**src/hw/rtl/assert_macros.svh**
```systemverilog
// Assertion macros used by the top-level RTL file
`ifndef ASSERT_MACROS_SVH
`define ASSERT_MACROS_SVH
`ifndef SYNTH
`define ASSERT_IMPL(label, clk, rst_n, prop, msg) \
    label: assert property (@(posedge clk) disable iff (!rst_n) prop) else $error(msg);
`define ASSERT_NEVER(label, clk, rst_n, expr, msg) \
    label: assert property (@(posedge clk) disable iff (!rst_n) !(expr)) else $error(msg);
`else
`define ASSERT_IMPL(label, clk, rst_n, prop, msg)
`define ASSERT_NEVER(label, clk, rst_n, expr, msg)
`endif
`endif

```
**src/hw/rtl/smfb_div.sv**
```systemverilog
// Restoring divider: q = (e*65536 + s/2) / s, capped at 65535 (0 if s is 0), one quotient bit per cycle
module smfb_div (
    input  logic        aclk,
    input  logic        aresetn,
    input  logic        start,
    input  logic [16:0] e,
    input  logic [31:0] s,
    output logic        done,
    output logic [15:0] q
);
    logic [33:0] num_reg, num_next;
    logic [33:0] quo_reg, quo_next;
    logic [32:0] rem_reg, rem_next;
    logic [5:0]  cnt_reg, cnt_next;
    logic        busy_reg, busy_next;
    logic        done_reg;
    logic [32:0] trial;

    assign trial = {rem_reg[31:0], num_reg[33]};

    always_comb begin
        num_next  = num_reg;
        quo_next  = quo_reg;
        rem_next  = rem_reg;
        cnt_next  = cnt_reg;
        busy_next = busy_reg;
        if (start) begin
            num_next  = {1'b0, e, 16'd0} + {3'd0, s[31:1]};
            quo_next  = '0;
            rem_next  = '0;
            cnt_next  = 6'd34;
            busy_next = 1'b1;
        end else if (busy_reg) begin
            num_next = {num_reg[32:0], 1'b0};
            if (trial >= {1'b0, s}) begin
                rem_next = trial - {1'b0, s};
                quo_next = {quo_reg[32:0], 1'b1};
            end else begin
                rem_next = trial;
                quo_next = {quo_reg[32:0], 1'b0};
            end
            cnt_next = cnt_reg - 6'd1;
            if (cnt_reg == 6'd1) begin
                busy_next = 1'b0;
            end
        end
    end

    always_ff @(posedge aclk) begin
        if (!aresetn) begin
            busy_reg <= 1'b0;
            cnt_reg  <= '0;
            done_reg <= 1'b0;
        end else begin
            busy_reg <= busy_next;
            cnt_reg  <= cnt_next;
            done_reg <= busy_reg && (cnt_reg == 6'd1);
        end
        num_reg <= num_next;
        quo_reg <= quo_next;
        rem_reg <= rem_next;
    end

    assign q = (s == 32'd0) ? 16'd0 :
               (quo_reg[33:16] != 18'd0) ? 16'hFFFF : quo_reg[15:0];
    assign done = done_reg;
endmodule

```
**config.mk**
```make
export PLATFORM = sky130hd
export DESIGN_NAME = smfb_div
export DESIGN_NICKNAME = d
export VERILOG_FILES = /design/src/hw/rtl/assert_macros.svh /design/src/hw/rtl/smfb_div.sv
export SDC_FILE = /design/constraint.sdc
export NUM_CORES = 1
export LEC_CHECK = 0
export ABC_AREA = 1
export BUFFER_PORTS_ARGS = -buffer_cell sky130_fd_sc_hd__buf_4
export CORE_MARGIN = 3
export CORE_UTILIZATION = 50
export CTS_BUF_LIST = sky130_fd_sc_hd__clkbuf_8
export CTS_CLUSTER_SIZE = 25
export DETAILED_ROUTE_END_ITERATION = 7
export PLACE_DENSITY = 0.83
export SYNTH_ARGS = -nofsm -noshare
export SYNTH_HDL_FRONTEND = slang
export SYNTH_SLANG_ARGS = --single-unit
```
**constraint.sdc**
```tcl
create_clock -name aclk -period 2.13 [get_ports aclk]
set_input_delay 0.213 -clock aclk [delete_from_list [all_inputs] [get_ports aclk]]
set_output_delay 0.213 -clock aclk [all_outputs]
set_load 0.05 [all_outputs]
```
==> results of run 1 <==
==> kinds of logic (layout without fill, tap and decap cells) <==
family / Yosys count / after routing / synth area share, %
and+or+nand+nor: 606 / 608 / 34.9
AOI/OAI and AO/OA: 166 / 166 / 11.6
buffers and inverters: 253 / 449 / 12.6
xor gates and xnor gates: 14 / 14 / 1.53
DFF: 108 / 108 / 31.2
adders and majority gates: 51 / 51 / 8.14
==> cell usage in the layout (no fill, tap or decap), drive strengths merged, types with 12 or more instances in the layout <==
cell	n
nor2	86
buf	213
nand4	37
nor4	12
nand3	86
inv	223
ha	49
nand2	365
o22ai	33
a21oi	57
edfxtp	34
dfxtp	74
o21ai	52
==> layer usage <==
| layer | wire length (µm) | GRT usage, % |
|---|---|---|
| met5 | 0 | 0 |
| met4 | 1460 | 10.8 |
| met3 | 2490 | 5.78 |
| met2 | 13100 | 45.7 |
| met1 | 10400 | 33.7 |
==> final cells by class <==
type | count | area share [%]
clock inverter | 7 | 0.565
inverter | 218 | 7.56
sequential | 108 | 23.4
multi-input combinational | 839 | 49.0
tap | 211 | 2.43
timing repair buffer | 215 | 15.9
clock buffer | 9 | 1.14
==> how the worst max path moves through the flow <==
stage	slack, ns	endpoint	from	depth (start not counted)
after floorplan	0.20	rem_reg[28]$_SDFFE_PP0P_	num_reg[33]$_DFFE_PP_	15
final	-0.06	rem_reg[22]$_SDFFE_PP0P_	num_reg[33]$_DFFE_PP_	15
after detailed placement	-0.23	rem_reg[12]$_SDFFE_PP0P_	s[8]	16
after CTS	-0.002	rem_reg[25]$_SDFFE_PP0P_	rem_reg[25]$_SDFFE_PP0P_	10
after global routing	-0.15	rem_reg[22]$_SDFFE_PP0P_	num_reg[33]$_DFFE_PP_	15
after global placement	-0.15	rem_reg[30]$_SDFFE_PP0P_	s[0]	15
==> where the power goes <==
group	internal (mW)	total [mW]	switching (mW)	leakage, nW
Combinational	0.461	1.09	0.628	4.44
Sequential	2.23	2.27	0.0363	0.958
Clock	0.447	1.25	0.807	0.101
==> repair_timing <==
action / CTS / global route
pin swaps: 5 / 34
endpoints found under the setup margin: 44 / 49
setup buffers: 3 / 11
cloned: 3 / 2
resized for setup: 31 / 134
==> worst max-delay path, delay by kind of cell, from the launching register on <==
family	cells	cell delay (ns)
AND/OR/NAND/NOR	11	1.04
adder cells (fa/ha/maj)	2	0.52
buffers and inverters	2	0.15
flip-flops	1	0.37
==> through the flow <==
stage               total power [mW]  instances  util, %
detailed placement              3.25       1574     62.6
CTS                             4.49       1595     65.1
global placement                3.22       1574     62.6
global route                    4.79       1607     70.4
finish                          4.61       1607     70.4
floorplan                       2.84       1198        -
==> results.md, run 1 <==
- Final setup margin: -0.0589 ns
- Ys Warns: 0
- Die Wd: 133 µm
- Routed WL: 27400 µm
- Layout cells sized above 1: a little under a third
- Area of the mapped netlist: 8020 µm²
- Crit share post-route: 103%
- FF+latch area: 2540 µm²
- Max Cap Viol: 0
- WHS Path Cells: 3
- R2R Setup Slk: -0.06 ns
- Port bufs: 68
- Number of synthesized flops with an enable pin: 34
- Via density: 5.62
- Synth top cells by count: nand2_1, inv_1, dfxtp_1, nor2_1, nand3_1
- CP Class: reg -> reg
- Worst skew pair latency: 0.42 ns
- Unique masters post-synth: 50
- Congestion Overflow GR: 0
- Post-synth top area share: 18.5%
- Max IR drop VDD: 550 µV
- HPWL after detailed placement: roughly 18000 µm
- Synth Net Count: 1301
- Pwr per Cell Area: about 420 nW/µm²
- Drt pass-1 iters: 6
- ANT cells: 0
- Drt wl/cell: 17.1 µm
- Largest net degree at the start of global routing: 69
- CP Launch Type: register
- Vias in the first global route: 8132
- WP data required: 2.43 ns
- Max stage delay cell, worst path: edfxtp_1
- Remaining antenna violation count: 0
- CP max stage delay: 0.37 ns
- Die height: 133 µm
- Failing checks: setup timing
- Routability Congestion: 0.979
- Top-count cell post-synth: nand2_1
- Dpl cell area: 9660 µm²
- Filler instances: between 1000 and 1500
- Drt drc: 0
- Hold Violations, Final: 0
- Ys async rst share: 0%
- Post-synthesis register bit count: 108
- TNS Setup: -0.250 ns
- Worst Tran Pin Value: 0.798 ns
- Hold WC Path Type: in -> reg
- DR vias: around 9000
- Nets: 1494
- Clock slew at reported path FFs: 0.12 ns
- Setup Viol. Count Final: 9
- Synth area leader: dfxtp_1
- FP Rows: 45
- R2R depth: 15
- Root Buffer: clkbuf_8
- Syn Inst Count: roughly 1200
- Core area: between 15000 and 20000 µm²
- Final clock skew: 0.0153 ns
- Final Max Slew Viols: 0
- R2R Path End: rem_reg[22]$_SDFFE_PP0P_
- Antenna violations before repair: 0
- CTS Buf Count: 9
- Drt first-iter violations: a little over 1000
- Relative max-transition margin: 46.6%
- Leakage Power: 5.50 nW
- Crit path top cell by count: nand2_1
- RSZ-0062 raised after global routing: true
- Min cycle time layout: 2.19 ns
- Worst path cell trace: inv_2, ha_4, fa_2, inv_2, nand3_2, nand3_4, nand2_1, nand2_2, nand2_1, nand3_1, nand2_1, nand2_1, nor2_1, nor2_1, nor2_1
- Initial Utilization: around half
- Post-synth top flop: dfxtp_1
- HP Start: aresetn
- CTS Hold Buffers Added: 0
- Run status: complete, but fails checks
- Clock Sinks: 108
- Min Hold Slack: 0.0454 ns
- Overall routing resource usage: between 20% and 30%
- Crit end category: register
- H-tree depth: 3
- Arrival time worst endpoint: 2.49 ns
- Sequential cell area fraction in the yosys report: 31.2%
- Top post-synthesis cells by area: dfxtp_1, nand2_1, edfxtp_1
- First-pass GRT wire length: 39000 µm
- Design area: 10900 µm²
- Multi-input logic area: 5320 µm²
- Worst Path Max Fanout: 4
- CTS Buffer Depth: 2
- Reg2reg start: num_reg[33]$_DFFE_PP_
- Place WS: -0.227 ns
- Achievable Freq: 0.457 GHz
- Total die area: roughly 18000 µm²
- Hold Path End: busy_reg$_SDFF_PN0_
- CTS tree: yes
- Synth-to-layout area growth: 35.4%
- Syn avg cell area: 6.69 µm²
- Num ports: 69
(Power assumes the default switching activity.)
==> run 2: changes to the inputs <==
--- a/config.mk
+++ b/config.mk
@@ -12,7 +12,7 @@
 export CTS_BUF_LIST = sky130_fd_sc_hd__clkbuf_8
 export CTS_CLUSTER_SIZE = 25
 export DETAILED_ROUTE_END_ITERATION = 7
-export PLACE_DENSITY = 0.83
+export PLACE_DENSITY = 0.71
 export SYNTH_ARGS = -nofsm -noshare
 export SYNTH_HDL_FRONTEND = slang
 export SYNTH_SLANG_ARGS = --single-unit
==> run 2 against run 1 <==
- the run still ends with setup timing left
- non-clock buffer count increased by 4
- critical path depth is 8 lower
- setup slack gained 0.033 ns
- cell area grew 0.48%
- via count shrank 4.8%
- die area unchanged
- clock power up 7%
- highest routed layer unchanged
==> results.md, run 2 (synthesis results as in run 1) <==
- Design area: 10900 µm²
- Die Wd: approximately 130 µm
- Design Power: between 4 and 5 mW
- Arrival time worst endpoint: around 1.9 ns
- Hold Path End: cnt_reg[5]$_SDFFE_PN0P_
- Final Max Slew Viols: 0
- First-pass GRT wire length: 38800 µm
- Worst Path Max Fanout: 8
- Via density: 5.34
- Total die area: 17600 µm²
- Reg2reg start: rem_reg[22]$_SDFFE_PP0P_
- Commonest cells after routing, fill and taps aside: nand2_1, inv_1, buf_4, nor2_1, nand3_1
- Drt pass-1 iters: 7
- Port bufs: 68
- CTS Buffer Depth: 2
- R2R Path End: rem_reg[8]$_SDFFE_PP0P_
- Drt drc: 0
- Post-Layout Cell Count: approximately 1600
- Drt first-iter violations: roughly 700
- H-tree depth: 3
- FP Rows: 45
- ANT cells: 0
- Congestion Overflow GR: 0
- CTS tree: yes
- Clock Sinks: 108
- Max Cap Viol: 0
- R2R depth: 12
- Worst Tran Pin Value: about 0.94 ns
- Remaining antenna violation count: 0
- Num ports: 69
- HPWL after detailed placement: 18200 µm
- HP Start: aresetn
- Worst skew pair latency: 0.42 ns
- Failing checks: setup timing
- Vias in the first global route: 7781
- Clock slew at reported path FFs: 0.12 ns
- Antenna violations before repair: 0
- Initial Utilization: 52.0%
- Die height: between 100 and 150 µm
- Hold Violations, Final: 0
- Pwr per Cell Area: 428 nW/µm²
- CTS Buf Count: 9
- Core area: 15400 µm²
- Placed Cells: between 1500 and 2000
- Synth-to-layout area growth: 36.0%
- Dpl cell area: about 9700 µm²
- Crit end category: output pin
- Nets: around 1500
- Relative max-transition margin: 37.2%
- Layout cells sized above 1: 29.9%
- R2R Setup Slk: -0.01 ns
- Run status: complete, but fails checks
- CP Launch Type: register
- Setup Viol. Count Final: 9
- Most common cell after layout, fill and taps aside: nand2_1
- RSZ-0062 raised after global routing: true
- Drt wl/cell: about 16 µm
- CP Class: reg -> out
- Leakage Power: 5.55 nW
- Hold WC Path Type: in -> reg
- Routed WL: between 20000 and 30000 µm
- Min cycle time layout: 2.16 ns
- DR vias: 8602
- Achievable Freq: between 0.4 and 0.5 GHz
- Routability Congestion: 0.980
- Crit share post-route: 101%
- Final clock skew: ~0.024 ns
- Max IR drop VDD: 555 µV
- WHS Path Cells: 3
- TNS Setup: -0.146 ns
- WP data required: between 1.5 and 2 ns
- Largest net degree at the start of global routing: 40
- Final setup margin: -0.0262 ns
- Root Buffer: clkbuf_8
- Overall routing resource usage: 26.9%
- Place WS: -0.159 ns
-- run 2: critical path, cell delays in order (launching register included) --
cell,delay [ns]
dfxtp_2,0.35
nor4_4,0.28
nand4_1,0.19
nor3_4,0.19
buf_6,0.13
buf_6,0.12
a21oi_1,0.07
buf_4,0.19
-- run 2: power breakdown --
part,internal [mW],switching [mW]
Combinational,0.463,0.607
Sequential,2.23,0.0319
Clock,0.473,0.867
-- run 2: worst max path at each step --
stage | cells past startpoint | start | slack (ns) | to
after floorplan | 15 | num_reg[33]$_DFFE_PP_ | 0.20 | rem_reg[28]$_SDFFE_PP0P_
after global placement | 15 | s[0] | -0.16 | rem_reg[28]$_SDFFE_PP0P_
after detailed placement | 15 | s[17] | -0.16 | num_reg[32]$_DFFE_PP_
after CTS | 12 | rem_reg[30]$_SDFFE_PP0P_ | 0.001 | rem_reg[5]$_SDFFE_PP0P_
after global routing | 7 | quo_reg[24]$_SDFFE_PP0P_ | -0.11 | q[3]
final | 7 | quo_reg[28]$_SDFFE_PP0P_ | -0.03 | q[7]
-- run 2: repair_timing --
action	in CTS	in global routing
cloned	2	5
gates resized for setup	25	134
hold buffers	0	0
setup endpoints to repair	38	49
pin swaps	5	20
buffers inserted	2	10
-- run 2: layer usage --
metal	up-vias	track usage, %	wire, µm	share of wire, %
met1	3891	34.7	10800	42
met4	0	10.6	1250	4.8
li1	4287	-	-	-
met3	85	4.45	1790	6.9
met2	339	45.0	12200	47
met5	-	0	0	0
-- run 2: final cells by class --
class | instances | area (µm²)
flip-flops and latches | 108 | 2540
repair buffers | 219 | 1830
multi-input cells | 839 | 5250
inverters | 218 | 818
fillers | 1302 | 4520
clock inverters | 7 | 77.6
clock buffers | 9 | 124
well taps | 211 | 264
-- run 2: through the flow --
step | utilization [%] | hold WS [ns]
after floorplan | - | 0.338
after CTS | 65.6 | 0.0310
after detailed placement | 62.8 | 0.458
final | 70.7 | 0.0508
after global routing | 70.7 | 0.0449
after global placement | 62.8 | 0.445
